--- src/rtl/sdis_pkg.sv ---
package sdis_pkg;

  // Item layout
  localparam int unsigned InDataW  = 24;
  localparam int unsigned InUserW  = 1;
  localparam int unsigned OutDataW = 48;
  localparam int unsigned OutUserW = 2;

  // Configuration register indexes
  localparam int unsigned CfgAddrW = 2;
  localparam int unsigned CfgDataW = 16;
  localparam logic [CfgAddrW-1:0] REG_POWER_UP_DELAY = 2'd0;
  localparam logic [CfgAddrW-1:0] REG_CMD_ATTEMPTS   = 2'd1;
  localparam logic [CfgAddrW-1:0] REG_OP_ATTEMPTS    = 2'd2;

  localparam logic [15:0] POWER_UP_DELAY_RST = 16'd1;
  localparam logic [7:0]  CMD_ATTEMPTS_RST   = 8'd2;
  localparam logic [9:0]  OP_ATTEMPTS_RST    = 10'd1000;

  // Event kinds
  localparam logic OP_START    = 1'b0;
  localparam logic OP_COMPLETE = 1'b1;

  // Result actions
  typedef logic [1:0] action_t;
  localparam action_t ACT_ISSUE   = 2'd0;
  localparam action_t ACT_DONE    = 2'd1;
  localparam action_t ACT_FAIL    = 2'd2;
  localparam action_t ACT_IGNORED = 2'd3;

  // Error classes
  typedef logic [2:0] err_t;
  localparam err_t ERR_NONE        = 3'd0;
  localparam err_t ERR_CMD_CRC     = 3'd1;
  localparam err_t ERR_RESP_CRC    = 3'd2;
  localparam err_t ERR_GENERAL     = 3'd3;
  localparam err_t ERR_NO_RESPONSE = 3'd4;
  localparam err_t ERR_UNSUPPORTED = 3'd5;
  localparam err_t ERR_OTHER_LO    = 3'd6;
  localparam err_t ERR_OTHER_HI    = 3'd7;

  // Commands in issue order
  typedef logic [3:0] cmd_t;
  localparam cmd_t CMD_CMD0   = 4'd0;
  localparam cmd_t CMD_CMD8   = 4'd1;
  localparam cmd_t CMD_ACMD41 = 4'd2;
  localparam cmd_t CMD_CMD2   = 4'd3;
  localparam cmd_t CMD_CMD3   = 4'd4;
  localparam cmd_t CMD_CMD9   = 4'd5;
  localparam cmd_t CMD_CMD7   = 4'd6;
  localparam cmd_t CMD_ACMD42 = 4'd7;
  localparam cmd_t CMD_ACMD6  = 4'd8;

  // Sequencer phase: idle, waiting for command n (n+1), done, failed
  typedef logic [3:0] phase_t;
  localparam phase_t PH_IDLE     = 4'd0;
  localparam phase_t PH_WAIT_LO  = 4'd1;
  localparam phase_t PH_WAIT_HI  = 4'd9;
  localparam phase_t PH_DONE     = 4'd10;
  localparam phase_t PH_FAILED   = 4'd11;

  // Interface clock state
  typedef logic [1:0] clk_mode_t;
  localparam clk_mode_t CLK_OFF  = 2'd0;
  localparam clk_mode_t CLK_SLOW = 2'd1;
  localparam clk_mode_t CLK_FAST = 2'd2;

  typedef struct packed {
    logic [15:0] power_up_delay_ms;
    logic [7:0]  command_attempt_limit;
    logic [9:0]  op_cond_attempt_limit;
  } cfg_t;

  typedef struct packed {
    phase_t      phase;
    logic [9:0]  attempts_left;
    logic        capacity_flag;
    logic [15:0] card_address;
  } state_t;

  typedef struct packed {
    logic        opcode;
    err_t        error_class;
    logic        card_ready;
    logic        csd_supported;
    logic [15:0] new_card_address;
  } item_t;

  typedef struct packed {
    action_t     action;
    cmd_t        command;
    logic [15:0] delay_ms;
    logic        high_capacity;
    logic [15:0] card_address;
    err_t        fail_code;
    clk_mode_t   clock_mode;
    logic        wide_bus;
  } result_t;

endpackage

--- src/rtl/sdis_cfg_regs.sv ---
module sdis_cfg_regs (
  input  logic                         clk,
  input  logic                         rst_n,
  input  logic                         cfg_we,
  input  logic [sdis_pkg::CfgAddrW-1:0] cfg_addr,
  input  logic [sdis_pkg::CfgDataW-1:0] cfg_wdata,
  output sdis_pkg::cfg_t               cfg
);
  import sdis_pkg::*;

  cfg_t cfg_r;

  always_ff @(posedge clk) begin
    if (!rst_n) begin
      cfg_r.power_up_delay_ms     <= POWER_UP_DELAY_RST;
      cfg_r.command_attempt_limit <= CMD_ATTEMPTS_RST;
      cfg_r.op_cond_attempt_limit <= OP_ATTEMPTS_RST;
    end else if (cfg_we) begin
      unique case (cfg_addr)
        REG_POWER_UP_DELAY: cfg_r.power_up_delay_ms     <= cfg_wdata;
        REG_CMD_ATTEMPTS:   cfg_r.command_attempt_limit <= cfg_wdata[7:0];
        REG_OP_ATTEMPTS:    cfg_r.op_cond_attempt_limit <= cfg_wdata[9:0];
        default: ;
      endcase
    end
  end

  assign cfg = cfg_r;

endmodule

--- src/rtl/sdis_step.sv ---
// Next-state and result decision for one event.
module sdis_step (
  input  sdis_pkg::cfg_t    cfg,
  input  sdis_pkg::state_t  st,
  input  sdis_pkg::item_t   item,
  output sdis_pkg::state_t  st_nxt,
  output sdis_pkg::result_t res
);
  import sdis_pkg::*;

  logic       waiting;
  cmd_t       cur_cmd;
  logic [9:0] att_dec;
  logic       can_retry;
  logic       general;
  logic       do_issue;
  logic       do_fail;
  logic       do_done;
  cmd_t       issue_cmd;
  logic [15:0] issue_delay;
  err_t       fail_code;

  assign waiting   = (st.phase >= PH_WAIT_LO) && (st.phase <= PH_WAIT_HI);
  assign cur_cmd   = st.phase - 4'd1;
  assign att_dec   = (st.attempts_left != '0) ? st.attempts_left - 10'd1 : '0;
  // one more try only if budget remains and the error class is retryable
  assign can_retry = (st.attempts_left > 10'd1) && (item.error_class <= ERR_GENERAL);

  always_comb begin
    st_nxt      = st;
    general     = 1'b0;
    do_issue    = 1'b0;
    do_fail     = 1'b0;
    do_done     = 1'b0;
    issue_cmd   = CMD_CMD0;
    issue_delay = '0;
    fail_code   = ERR_NONE;

    if (item.opcode == OP_START) begin
      st_nxt.attempts_left = '0;
      do_issue    = 1'b1;
      issue_cmd   = CMD_CMD0;
      issue_delay = cfg.power_up_delay_ms;
    end else if (waiting) begin
      general = 1'b1;
      unique case (cur_cmd)
        CMD_CMD0: begin
          general = 1'b0;
          if (item.error_class != ERR_NONE) begin
            do_fail   = 1'b1;
            fail_code = item.error_class;
          end else begin
            st_nxt.attempts_left = {2'b00, cfg.command_attempt_limit};
            do_issue  = 1'b1;
            issue_cmd = CMD_CMD8;
          end
        end
        CMD_CMD8: begin
          // no answer to CMD8 means a standard-capacity card
          if (item.error_class == ERR_NONE || item.error_class == ERR_NO_RESPONSE) begin
            general = 1'b0;
            st_nxt.capacity_flag = (item.error_class == ERR_NONE);
            st_nxt.attempts_left = cfg.op_cond_attempt_limit;
            do_issue  = 1'b1;
            issue_cmd = CMD_ACMD41;
          end
        end
        CMD_ACMD41: begin
          general = 1'b0;
          if (item.error_class == ERR_NONE && item.card_ready) begin
            st_nxt.attempts_left = {2'b00, cfg.command_attempt_limit};
            do_issue  = 1'b1;
            issue_cmd = CMD_CMD2;
          end else begin
            st_nxt.attempts_left = att_dec;
            if (can_retry) begin
              do_issue    = 1'b1;
              issue_cmd   = CMD_ACMD41;
              issue_delay = 16'd1;
            end else begin
              do_fail   = 1'b1;
              fail_code = ERR_UNSUPPORTED;
            end
          end
        end
        CMD_CMD3: begin
          if (item.error_class == ERR_NONE) st_nxt.card_address = item.new_card_address;
        end
        CMD_CMD9: begin
          if (item.error_class == ERR_NONE && !item.csd_supported) begin
            general   = 1'b0;
            do_fail   = 1'b1;
            fail_code = ERR_UNSUPPORTED;
          end
        end
        default: ;
      endcase

      if (general) begin
        if (item.error_class == ERR_NONE) begin
          if (cur_cmd == CMD_ACMD6) begin
            do_done = 1'b1;
          end else begin
            st_nxt.attempts_left = {2'b00, cfg.command_attempt_limit};
            do_issue  = 1'b1;
            issue_cmd = cur_cmd + 4'd1;
          end
        end else begin
          st_nxt.attempts_left = att_dec;
          if (can_retry) begin
            do_issue  = 1'b1;
            issue_cmd = cur_cmd;
          end else begin
            do_fail   = 1'b1;
            fail_code = item.error_class;
          end
        end
      end
    end

    if (do_issue) st_nxt.phase = issue_cmd + 4'd1;
    if (do_fail)  st_nxt.phase = PH_FAILED;
    if (do_done)  st_nxt.phase = PH_DONE;
  end

  always_comb begin
    res.action        = ACT_IGNORED;
    res.command       = CMD_CMD0;
    res.delay_ms      = '0;
    res.high_capacity = st_nxt.capacity_flag;
    res.card_address  = st_nxt.card_address;
    res.fail_code     = ERR_NONE;
    res.clock_mode    = CLK_OFF;
    res.wide_bus      = 1'b0;
    if (do_issue) begin
      res.action     = ACT_ISSUE;
      res.command    = issue_cmd;
      res.delay_ms   = issue_delay;
      res.clock_mode = CLK_SLOW;
    end else if (do_fail) begin
      res.action    = ACT_FAIL;
      res.fail_code = fail_code;
    end else if (do_done || st.phase == PH_DONE) begin
      res.action     = do_done ? ACT_DONE : ACT_IGNORED;
      res.clock_mode = CLK_FAST;
      res.wide_bus   = 1'b1;
    end
  end

endmodule

--- src/rtl/sd_card_init_sequencer.sv ---
// SD card initialization sequencer. Send one start word (in_tuser = 0) to begin bring-up,
// then one completion word (in_tuser = 1) per finished command carrying its error class
// and, where relevant, the power-up, CSD verdict and new relative card address. Each input
// word yields exactly one output word: issue a command (with the delay in ms to wait first),
// done, failed, or ignored. Commands run CMD0, CMD8, ACMD41, CMD2, CMD3, CMD9, CMD7, ACMD42,
// ACMD6. Throughput is one word per clock unless the output stalls; each word passes
// the input register, then the next-state decision into the output register. The sequencer
// state updates as a word moves from the input register to the output register, so
// back-to-back words see each other's effects. Configuration registers are written through
// cfg_we/cfg_addr/cfg_wdata and should only change while no word is in flight.
module sd_card_init_sequencer (
  input  logic                           clk,
  input  logic                           rst_n,
  // configuration: 0 power_up_delay_ms, 1 command_attempt_limit, 2 op_cond_attempt_limit
  input  logic                           cfg_we,
  input  logic [sdis_pkg::CfgAddrW-1:0]  cfg_addr,
  input  logic [sdis_pkg::CfgDataW-1:0]  cfg_wdata,
  // events
  input  logic                           in_tvalid,
  output logic                           in_tready,
  // [2:0] error_class, [3] card_ready, [4] csd_supported, [20:5] new_card_address
  input  logic [sdis_pkg::InDataW-1:0]   in_tdata,
  // [0] opcode
  input  logic [sdis_pkg::InUserW-1:0]   in_tuser,
  // results
  output logic                           out_tvalid,
  input  logic                           out_tready,
  // [3:0] command, [19:4] delay_ms, [20] high_capacity, [36:21] card_address,
  // [39:37] fail_code, [41:40] clock_mode, [42] wide_bus
  output logic [sdis_pkg::OutDataW-1:0]  out_tdata,
  // [1:0] action
  output logic [sdis_pkg::OutUserW-1:0]  out_tuser
);
  import sdis_pkg::*;

  cfg_t    cfg;
  state_t  st_r, st_nxt;
  item_t   item_r;
  logic    in_valid_r;
  result_t res, res_r;
  logic    out_valid_r;
  logic    advance;

  sdis_cfg_regs u_cfg (
    .clk      (clk),
    .rst_n    (rst_n),
    .cfg_we   (cfg_we),
    .cfg_addr (cfg_addr),
    .cfg_wdata(cfg_wdata),
    .cfg      (cfg)
  );

  sdis_step u_step (
    .cfg   (cfg),
    .st    (st_r),
    .item  (item_r),
    .st_nxt(st_nxt),
    .res   (res)
  );

  // a word moves from input register to output register when the output slot frees up
  assign advance   = in_valid_r && (!out_valid_r || out_tready);
  assign in_tready = !in_valid_r || advance;

  always_ff @(posedge clk) begin
    if (!rst_n) begin
      in_valid_r  <= 1'b0;
      out_valid_r <= 1'b0;
      st_r        <= '{phase: PH_IDLE, attempts_left: '0, capacity_flag: 1'b0,
                       card_address: '0};
    end else begin
      if (in_tready) in_valid_r <= in_tvalid;
      if (advance) begin
        out_valid_r <= 1'b1;
        st_r        <= st_nxt;
      end else if (out_tready) begin
        out_valid_r <= 1'b0;
      end
    end
  end

  // payload registers
  always_ff @(posedge clk) begin
    if (in_tvalid && in_tready) begin
      item_r.opcode           <= in_tuser[0];
      item_r.error_class      <= in_tdata[2:0];
      item_r.card_ready       <= in_tdata[3];
      item_r.csd_supported    <= in_tdata[4];
      item_r.new_card_address <= in_tdata[20:5];
    end
    if (advance) res_r <= res;
  end

  assign out_tvalid = out_valid_r;
  assign out_tuser  = res_r.action;
  assign out_tdata  = {5'b00000, res_r.wide_bus, res_r.clock_mode, res_r.fail_code,
                       res_r.card_address, res_r.high_capacity, res_r.delay_ms,
                       res_r.command};

endmodule

--- config.mk ---
export PLATFORM = sky130hd
export DESIGN_NAME = sd_card_init_sequencer
export DESIGN_NICKNAME = d
export VERILOG_FILES = /design/src/rtl/sdis_pkg.sv /design/src/rtl/sdis_cfg_regs.sv /design/src/rtl/sdis_step.sv /design/src/rtl/sd_card_init_sequencer.sv
export SDC_FILE = /design/constraint.sdc
export NUM_CORES = 1
export LEC_CHECK = 0
export ABC_AREA = 1
export BUFFER_PORTS_ARGS = -buffer_cell sky130_fd_sc_hd__buf_4
export CAP_MARGIN = 20
export CORE_ASPECT_RATIO = 1.75
export CORE_MARGIN = 10
export CORE_UTILIZATION = 30
export CTS_BUF_LIST = sky130_fd_sc_hd__clkbuf_4
export CTS_CLUSTER_SIZE = 20
export DETAILED_ROUTE_END_ITERATION = 12
export PLACE_DENSITY_LB_ADDON = 0.2
export SLEW_MARGIN = 10
export SYNTH_ARGS = -nofsm -noshare
export SYNTH_HDL_FRONTEND = slang
export SYNTH_SLANG_ARGS = --single-unit
export TNS_END_PERCENT = 30
--- constraint.sdc ---
create_clock -name clk -period 2.5 [get_ports clk]
set_input_delay 0.375 -clock clk [delete_from_list [all_inputs] [get_ports clk]]
set_output_delay 0.375 -clock clk [all_outputs]
set_load 0.005 [all_outputs]
==> flow_summary_export.csv, run 1 <==
group,metric,value,unit
grt,grtUsageTotal,13.5,%
critical_path,critical-path-max-stage-delay,390,ps
timing,tightest_slew,963,ps
synthesis,ys_ff_latch,133,
job,maxCapViolCount,0,
die,core,20500,µm²
die,floorplan.initialDensity,30.6,%
hold_path,hold_depth,3,
placement,dp_cells,1065,
critical_path,crit_type,"reg -> reg",
timing,clock.fmax,0.429,GHz
synthesis,synth-edff-count,66,
critical_path,path_cells,"inv_1 > ha_1 > or2_2 > nand3_1 > nand2_4 > o21ai_1 > a21oi_2 > nand2_2 > inv_1 > ha_1 > nand3b_1 > o211ai_1 > inv_1",
synthesis,ys_types,42,
clocking,cts.sinks,133,
synthesis,syn_area,6250,µm²
critical_path,rrSetupSlack,170,ps
die,rows,69,
timing,slew_headroom,35.6,%
drt,wl_per_cell,15.6,µm
die,die_x,129,µm
pwr,p_leak,3.34,nW
grt,grt_pass1_wl,28000,µm
hold_path,hp-start,"cfg_wdata[3]",
timing,fin_setup_tns,0,ps
clocking,clkTransAtPathRegs,120,ps
clocking,cts-root-buf,"clkbuf_4",
synthesis,synth-main-ff-cell,"dfxtp_1",
critical_path,path_max_fanout,8,
layout,design_area,7930,µm²
timing,finalCritPeriodShare,93.3,%
critical_path,arrival,2790,ps
timing,min_period,2330,ps
synthesis,synth_top_area_share,31.7,%
drt,drtIter0Drc,273,
critical_path,reg2reg_depth,13,
synthesis,avgSynthCellArea,8.69,µm²
clocking,cts_buffers,17,
pwr,powerDensity,579,nW/µm²
drt,avgViaCountPerCell,4.73,
drt,drc_errors,0,
clocking,htree_levels,4,
critical_path,worstSetupEndpointType,"flop",
grt,grt_pass1_vias,5298,
critical_path,critPathRequiredTime,2960,ps
critical_path,r2r-end,"st_r[28]",
die,fp.dieH,211,µm
timing,maxSlewViolCount,0,
drt,ant_nets,0,
placement,hpwl,13100,µm
die,ios,100,
die,dieArea,27200,µm²
synthesis,syn_inst,720,
synthesis,yosysWarnings,0,
clocking,post_cts_buffers,0,
grt,grt_remaining_overflow,0,
critical_path,critPathMostFrequentCell,"inv_1",
critical_path,cp-start-kind,"flop",
layout,final_cells,1124,
layout,area.growth.synth_to_final,26.8,%
drt,drt_wl_total,17500,µm
timing,setup_ws,168,ps
synthesis,async_reset_ff_share,0,%
hold_path,worstHoldEndpoint,"u_cfg.cfg[3]",
placement,dpl_cell_area,7370,µm²
clocking,cts_buffer_depth,2,
grt,grt_max_degree,33,
critical_path,critPathSlowestCell,"dfxtp_4",
synthesis,synth_top_area_cell,"edfxtp_1",
synthesis,synth.area.top_cells,"edfxtp_1, dfxtp_1, nand2_1",
status,status,"finished, final reports clean",
drt,num_vias,5311,
drt,first_pass_iters,5,
pwr,power,4.59,mW
synthesis,seq_area_frac_synth,53.1,%
timing,hold_viol,0,
pwr,vdd_drop_max,0.244,mV
timing,whs,63.8,ps
placement,place_ws,117,ps
clocking,clk_latency,570,ps
layout,final_core_util,38.8,%
timing,finalSetupViolations,0,
layout,nets,920,
placement,place_congestion,0.882,
layout,drive_above_1_share,23.3,%
hold_path,hold_class,"in -> reg",
placement,portBuffers,91,
clocking,cts_tree,"built",
critical_path,timing.rr.start,"st_r[18]",
timing,fin_skew,20.9,ps
grt,antenna_found_initial,1,
-- worst max-delay path, delay by kind of cell (launching register included) --
kind / cells / cell delay (ps)
and+or+nand+nor: 5 / 760
AOI/OAI and AO/OA: 3 / 480
adders and majority gates: 2 / 440
DFF: 1 / 390
buffers and inverters: 3 / 180
-- how the worst max path moves through the flow --
stage / from / to / cells after the start
after detailed placement: st_r[18] / st_r[28] / 13
after global placement: st_r[18] / st_r[28] / 13
after floorplan: st_r[27] / st_r[28] / 17
after CTS: st_r[18] / st_r[28] / 13
after global routing: st_r[28] / st_r[18] / 10
final: st_r[18] / st_r[28] / 13
-- metal layers --
layer	routed length [µm]	global-route usage, %	vias to the layer above
li1	-	-	2682
met1	6240	12.6	2480
met2	10000	26.0	117
met3	728	3.12	32
met4	520	7.01	0
met5	0	0	-
-- repair_timing --
item	CTS	global route
endpoints found under the setup margin	0	2
gates resized for setup	0	6
hold endpoints to repair	27	0
hold buffers	27	0
-- synthesized netlist by cell type (8+ instances only) --
cell,instances
edfxtp_1,66
buf_2,8
nor2_2,8
clkbuf_1,14
nor2_1,47
o211ai_1,14
o21ai_0,77
inv_1,106
ha_1,9
a21oi_1,72
nand3_1,33
dfxtp_1,67
nand2_1,113
-- state kept, by name, summed over array words and instances, names as in the netlist --
signal	flops
out_tvalid	1
in_valid_r	1
out_tdata	42
item_r	22
u_cfg.cfg	34
st_r	31
out_tuser	2
-- cell type report --
class,instances,area [µm²]
Tap cell,248,310
Multi-Input combinational cell,445,2370
Sequential cell,133,3330
Inverter,114,430
Timing Repair Buffer,152,1220
Fill cell,2109,12500
Clock inverter,14,138
Clock buffer,17,128
Antenna cell,1,2.50
-- power breakdown --
part           internal, mW  leakage (nW)  switching, mW  total (mW)
Combinational         0.294          2.02          0.445       0.739
Sequential             2.41          1.19         0.0420        2.45
Clock                 0.577         0.132          0.821        1.40
-- layout by cell type (no fill, tap or decap), types with 14 or more instances in the layout --
master           n
a21oi_1         72
buf_4          124
clkbuf_4        17
dfxtp_1         65
dlygate4sd3_1   27
edfxtp_1        66
inv_1          105
nand2_1        113
nand3_1         33
nor2_1          47
o211ai_1        14
o21ai_0         77
-- logic make-up after synthesis --
| family | after synthesis | synth area share [%] |
|---|---|---|
| compound gates | 189 | 17.1 |
| xor+xnor | 4 | 0.560 |
| fa+ha+maj | 9 | 1.80 |
| buf+inv | 146 | 9.56 |
| simple gates | 238 | 17.8 |
| flops | 133 | 53.1 |
| other cells | 1 | 0.0600 |
Power figures use the tool's default switching activity.
==> run 2: changes to the inputs <==
--- a/config.mk
+++ b/config.mk
@@ -7,14 +7,13 @@
 export LEC_CHECK = 0
 export ABC_AREA = 1
 export BUFFER_PORTS_ARGS = -buffer_cell sky130_fd_sc_hd__buf_4
-export CAP_MARGIN = 20
 export CORE_ASPECT_RATIO = 1.75
 export CORE_MARGIN = 10
-export CORE_UTILIZATION = 30
+export CORE_UTILIZATION = 55
 export CTS_BUF_LIST = sky130_fd_sc_hd__clkbuf_4
 export CTS_CLUSTER_SIZE = 20
 export DETAILED_ROUTE_END_ITERATION = 12
-export PLACE_DENSITY_LB_ADDON = 0.2
+export PLACE_DENSITY = 0.79
 export SLEW_MARGIN = 10
 export SYNTH_ARGS = -nofsm -noshare
 export SYNTH_HDL_FRONTEND = slang
==> run 2 against run 1 <==
  * Clock power grew 20%
  * Cell area shrank 2.2%
  * Worst setup slack gained 1.9 ps
  * Via count grew 1.2%
  * Combinational power shrank 2%
  * Largest power group unchanged
==> flow_summary_export.csv, run 2 (synthesized netlist as in run 1, its figures left out) <==
group,metric,value,unit
clocking,clk_latency,540,ps
placement,dpl_cell_area,7160,µm²
pwr,powerDensity,628,nW/µm²
drt,num_vias,5376,
clocking,htree_levels,4,
pwr,p_leak,3.32,nW
critical_path,worstSetupEndpointType,"flop",
clocking,cts_buffer_depth,2,
clocking,cts.sinks,133,
placement,place_congestion,0.913,
drt,wl_per_cell,16.7,µm
drt,drc_errors,0,
grt,antenna_found_initial,1,
timing,fin_setup_tns,0,ps
die,core,11100,µm²
timing,slew_headroom,41.2,%
layout,design_area,7750,µm²
timing,clock.fmax,0.429,GHz
timing,tightest_slew,879,ps
drt,avgViaCountPerCell,5.39,
timing,maxSlewViolCount,0,
grt,grt_remaining_overflow,0,
job,maxCapViolCount,0,
clocking,cts_buffers,17,
timing,finalSetupViolations,0,
pwr,vdd_drop_max,0.483,mV
layout,final_common_cell,"buf_4",
critical_path,arrival,2760,ps
critical_path,cp-start-kind,"flop",
drt,first_pass_iters,5,
grt,grt_pass1_wl,27300,µm
timing,min_period,2330,ps
die,floorplan.initialDensity,56.3,%
timing,rsz0062_at_grt,"false",
drt,ant_nets,0,
die,rows,51,
layout,nets,908,
grt,grtUsageTotal,20.9,%
layout,area.growth.synth_to_final,24.0,%
critical_path,path_max_fanout,7,
critical_path,critPathRequiredTime,2930,ps
grt,grt_pass1_vias,5557,
drt,drt_wl_total,16700,µm
die,dieArea,16200,µm²
clocking,clkTransAtPathRegs,120,ps
grt,grt_use_met1,22.3,%
layout,largest_reg_flops,42,
timing,fin_skew,27.2,ps
placement,portBuffers,91,
placement,hpwl,12000,µm
pwr,power,4.87,mW
status,status,"finished, final reports clean",
die,fp.dieH,161,µm
grt,grt_max_degree,33,
critical_path,rrSetupSlack,170,ps
clocking,cts_tree,"built",
drt,drtIter0Drc,307,
layout,most-common-layout-cells,"buf_4, nand2_1, inv_1, o21ai_0, a21oi_1",
grt,grt.met3_usage,5.85,%
timing,finalCritPeriodShare,93.2,%
die,ios,100,
die,die_x,101,µm
grt,use_met2,36.7,%
critical_path,crit_type,"reg -> reg",
grt,grt.busiest_layer,"met2",
clocking,cts-root-buf,"clkbuf_4",
hold_path,hold_class,"in -> reg",
timing,hold_viol,0,
layout,drive_above_1_share,23.7,%
-- run 2: cell types whose count changed in the layout (fill, tap and decap cells not counted), sizes merged --
cell	previous run	this run
bufinv	2	4
clkbuf	17	19
dlygate4sd3	27	20
inv	115	118
buf	125	120
clkinvlp	4	1
clkinv	7	4
-- run 2: worst paths after layout --
| path | start | endpoint | cells past startpoint |
|---|---|---|---|
| setup reg to reg | st_r[17] | st_r[30] | 13 |
| hold reg to reg | u_cfg.cfg[24] | u_cfg.cfg[24] | 2 |
| hold / removal | in_tdata[4] | item_r[16] | 1 |
| setup / recovery | st_r[17] | st_r[30] | 13 |
-- run 2: final cells by class --
type                    instances  area [µm²]
repair buffers                140        1110
diodes                          1        2.50
clock buffers                  19         143
clock inverters                13         198
multi-input cells             445        2370
inverters                     114         430
fillers                       868        3350
flip-flops and latches        133        3330
well taps                     132         165
-- run 2: what timing repair did --
item,4_1_cts,5_1_grt
setup endpoints to repair,0,12
hold endpoints to repair,20,0
resized for setup,0,9
hold buffers,20,0
setup buffers,0,2
-- run 2: critical path, stage by stage (launching register included) --
cell,delay (ps)
dfxtp_4,390
inv_1,80
ha_1,210
or2_2,270
nand3_1,140
nand2_4,100
nand2_1,120
o22ai_1,120
nor2_1,220
a21oi_4,110
nor2_1,190
nand3_1,110
nor2_1,120
nor2_1,50
-- run 2: per-stage QoR --
| stage | utilization, % | hold WS, ps | cells | worst slack [ps] |
|---|---|---|---|---|
| finish | 69.8 | 22.9 | 997 | 170 |
| global placement | 64.5 | 439 | 942 | 145 |
| detailed placement | 64.5 | 445 | 942 | 71.2 |
| floorplan | - | 424 | 724 | 257 |
| global route | 69.8 | 3.48 | 997 | 0.287 |
| CTS | 69.4 | 0.996 | 994 | 57.7 |
-- run 2: report_power, final --
part / switching, mW / internal [mW] / total (mW) / leakage (nW)
combinational: 0.442 / 0.283 / 0.725 / 1.96
clock: 0.848 / 0.835 / 1.68 / 0.179
sequential: 0.0473 / 2.41 / 2.46 / 1.19
total: 1.34 / 3.53 / 4.87 / 3.32
-- run 2: metal layers --
metal | routed length, µm | share of wire, %
met5 | 0 | 0
met4 | 510 | 3.1
met3 | 1090 | 6.6
met2 | 8830 | 53
met1 | 6230 | 37
==> run 3: changes to the inputs <==
--- a/config.mk
+++ b/config.mk
@@ -14,6 +14,7 @@
 export CTS_CLUSTER_SIZE = 20
 export DETAILED_ROUTE_END_ITERATION = 12
 export PLACE_DENSITY = 0.79
+export RECOVER_POWER = 100
 export SLEW_MARGIN = 10
 export SYNTH_ARGS = -nofsm -noshare
 export SYNTH_HDL_FRONTEND = slang
==> run 3 against run 2 <==
  * First-iteration DRC count down 8.1%
  * Combinational power down 3.6%
  * Critical path depth decreased by 3
  * Worst setup slack got worse by 12 ps
  * Cell area down 1.4%
  * Critical path type unchanged
  * Largest cell class unchanged
  * Highest routed layer unchanged
==> flow_summary_export.csv, run 3 (synthesized netlist as in run 1, its figures left out) <==
group,metric,value,unit
status,status,"finished, final reports clean",
critical_path,critical-path-max-stage-delay,680,ps
placement,place_congestion,0.913,
drt,avgViaCountPerCell,5.38,
drt,drt_wl_total,16700,µm
pwr,p_leak,3.22,nW
timing,maxSlewViolCount,0,
clocking,cts_buffer_depth,2,
pwr,vdd_drop_max,0.480,mV
layout,final_common_cell,"nand2_1",
timing,finalSetupViolations,0,
pwr,powerDensity,633,nW/µm²
layout,multi_input_area,2360,µm²
clocking,cts-root-buf,"clkbuf_4",
critical_path,worstSetupEndpointType,"flop",
drt,first_pass_iters,5,
grt,grt_pass1_vias,5557,
clocking,cts_buffers,17,
timing,tightest_slew,1220,ps
critical_path,crit_type,"reg -> reg",
clocking,clk_latency,530,ps
critical_path,critPathSlowestCell,"nor2_1",
grt,antenna_found_initial,1,
die,die_x,101,µm
critical_path,cp-start-kind,"flop",
die,ios,100,
layout,fillCellCount,892,
die,dieArea,16200,µm²
timing,fin_skew,25.8,ps
clocking,cts_tree,"built",
layout,most-common-layout-cells,"nand2_1, inv_1, o21ai_0, a21oi_1, clkbuf_4",
timing,fin_setup_tns,0,ps
hold_path,hold_class,"in -> reg",
hold_path,hold_depth,1,
placement,hpwl,12000,µm
timing,finalCritPeriodShare,93.7,%
placement,portBuffers,91,
drt,ant_nets,0,
hold_path,hp-start,"in_tdata[4]",
clocking,cts.sinks,133,
drt,wl_per_cell,16.7,µm
timing,hold_viol,0,
critical_path,arrival,2800,ps
grt,grt_pass1_wl,27300,µm
die,core,11100,µm²
grt,grt_remaining_overflow,0,
timing,slew_headroom,18.9,%
job,maxCapViolCount,0,
drt,drtIter0Drc,282,
timing,clock.fmax,0.427,GHz
layout,area.growth.synth_to_final,22.2,%
grt,grt_max_degree,33,
critical_path,path_cells,"inv_1 > ha_1 > nand2_1 > nand2_1 > a21oi_1 > nor2_4 > inv_2 > nor2_1 > o211ai_1 > a21oi_1",
layout,final_core_util,68.8,%
critical_path,critPathRequiredTime,2950,ps
drt,drc_errors,0,
layout,drive_above_1_share,20.4,%
die,rows,51,
drt,num_vias,5364,
critical_path,timing.rr.start,"st_r[28]",
timing,min_period,2340,ps
layout,register_area,3330,µm²
die,fp.dieH,161,µm
timing,rsz0062_at_grt,"false",
layout,largest_reg_flops,42,
die,floorplan.initialDensity,56.3,%
grt,grtUsageTotal,20.9,%
critical_path,reg2reg_depth,10,
layout,nets,908,
clocking,clkTransAtPathRegs,120,ps
clocking,htree_levels,4,
critical_path,path_max_fanout,10,
critical_path,cp-startpoint,"st_r[28]",
run 3: cell count changes in the layout (fill, tap and decap cells not counted):
cell      delta
buf_4       -77
clkbuf_4    +49
clkbuf_1    +25
clkbuf_2     +2
a21oi_1      +1
a21oi_2      -1
buf_1        +1
inv_1        +1
inv_2        -1
nor3_1       +1
nor3_2       -1
run 3: area by class of cell:
cell class / count / share of cell area, %
well taps: 132 / 2.16
flip-flops and latches: 133 / 43.6
inverters: 114 / 5.63
clock inverters: 13 / 2.59
diodes: 1 / 0.0327
clock buffers: 19 / 1.87
repair buffers: 140 / 13.2
multi-input cells: 445 / 30.9
run 3: per-layer routing:
layer | vias up | GRT usage (%) | share of wire, %
li1 | 2664 | - | -
met1 | 2498 | 22.3 | 38
met2 | 168 | 36.7 | 53
met3 | 34 | 5.85 | 6.1
met4 | 0 | 9.29 | 2.8
met5 | - | 0 | 0
run 3: timing repair:
| item | in CTS | in global routing |
|---|---|---|
| hold endpoints to repair | 20 | 0 |
| hold buffers | 20 | 0 |
| buffers inserted | 0 | 2 |
| setup endpoints to repair | 0 | 12 |
| gates resized for setup | 0 | 9 |
run 3: metrics by stage:
stage / area [µm²] / hold slack [ps] / worst slack (ps) / total power, mW / std cells
final: 7640 / 50.8 / 159 / 4.84 / 997
after global routing: 7640 / 27.8 / 0.0973 / 5.05 / 997
after CTS: 7700 / 0.996 / 57.7 / 4.88 / 994
after detailed placement: 7160 / 445 / 71.2 / 3.19 / 942
after global placement: 7160 / 439 / 145 / 3.17 / 942
after floorplan: 6270 / 424 / 257 / 2.93 / 724
run 3: where the power goes:
part / total [mW] / internal (mW) / switching [mW]
Sequential: 2.46 / 2.41 / 0.0469
Clock: 1.68 / 0.835 / 0.846
Combinational: 0.699 / 0.260 / 0.439
Total: 4.84 / 3.51 / 1.33
run 3: worst max-delay path, delay by kind of cell, from the launching register on:
kind	cells	cell delay, ps
AO/OA/AOI/OAI	3	490
adder cells (fa/ha/maj)	1	250
buffers and inverters	2	240
flip-flops	1	340
AND/OR/NAND/NOR	4	970
run 3: final timing paths:
check	end	slack (ps)
max	st_r[17]	160
min	item_r[16]	50
max reg2reg	st_r[17]	160
min reg2reg	u_cfg.cfg[24]	470
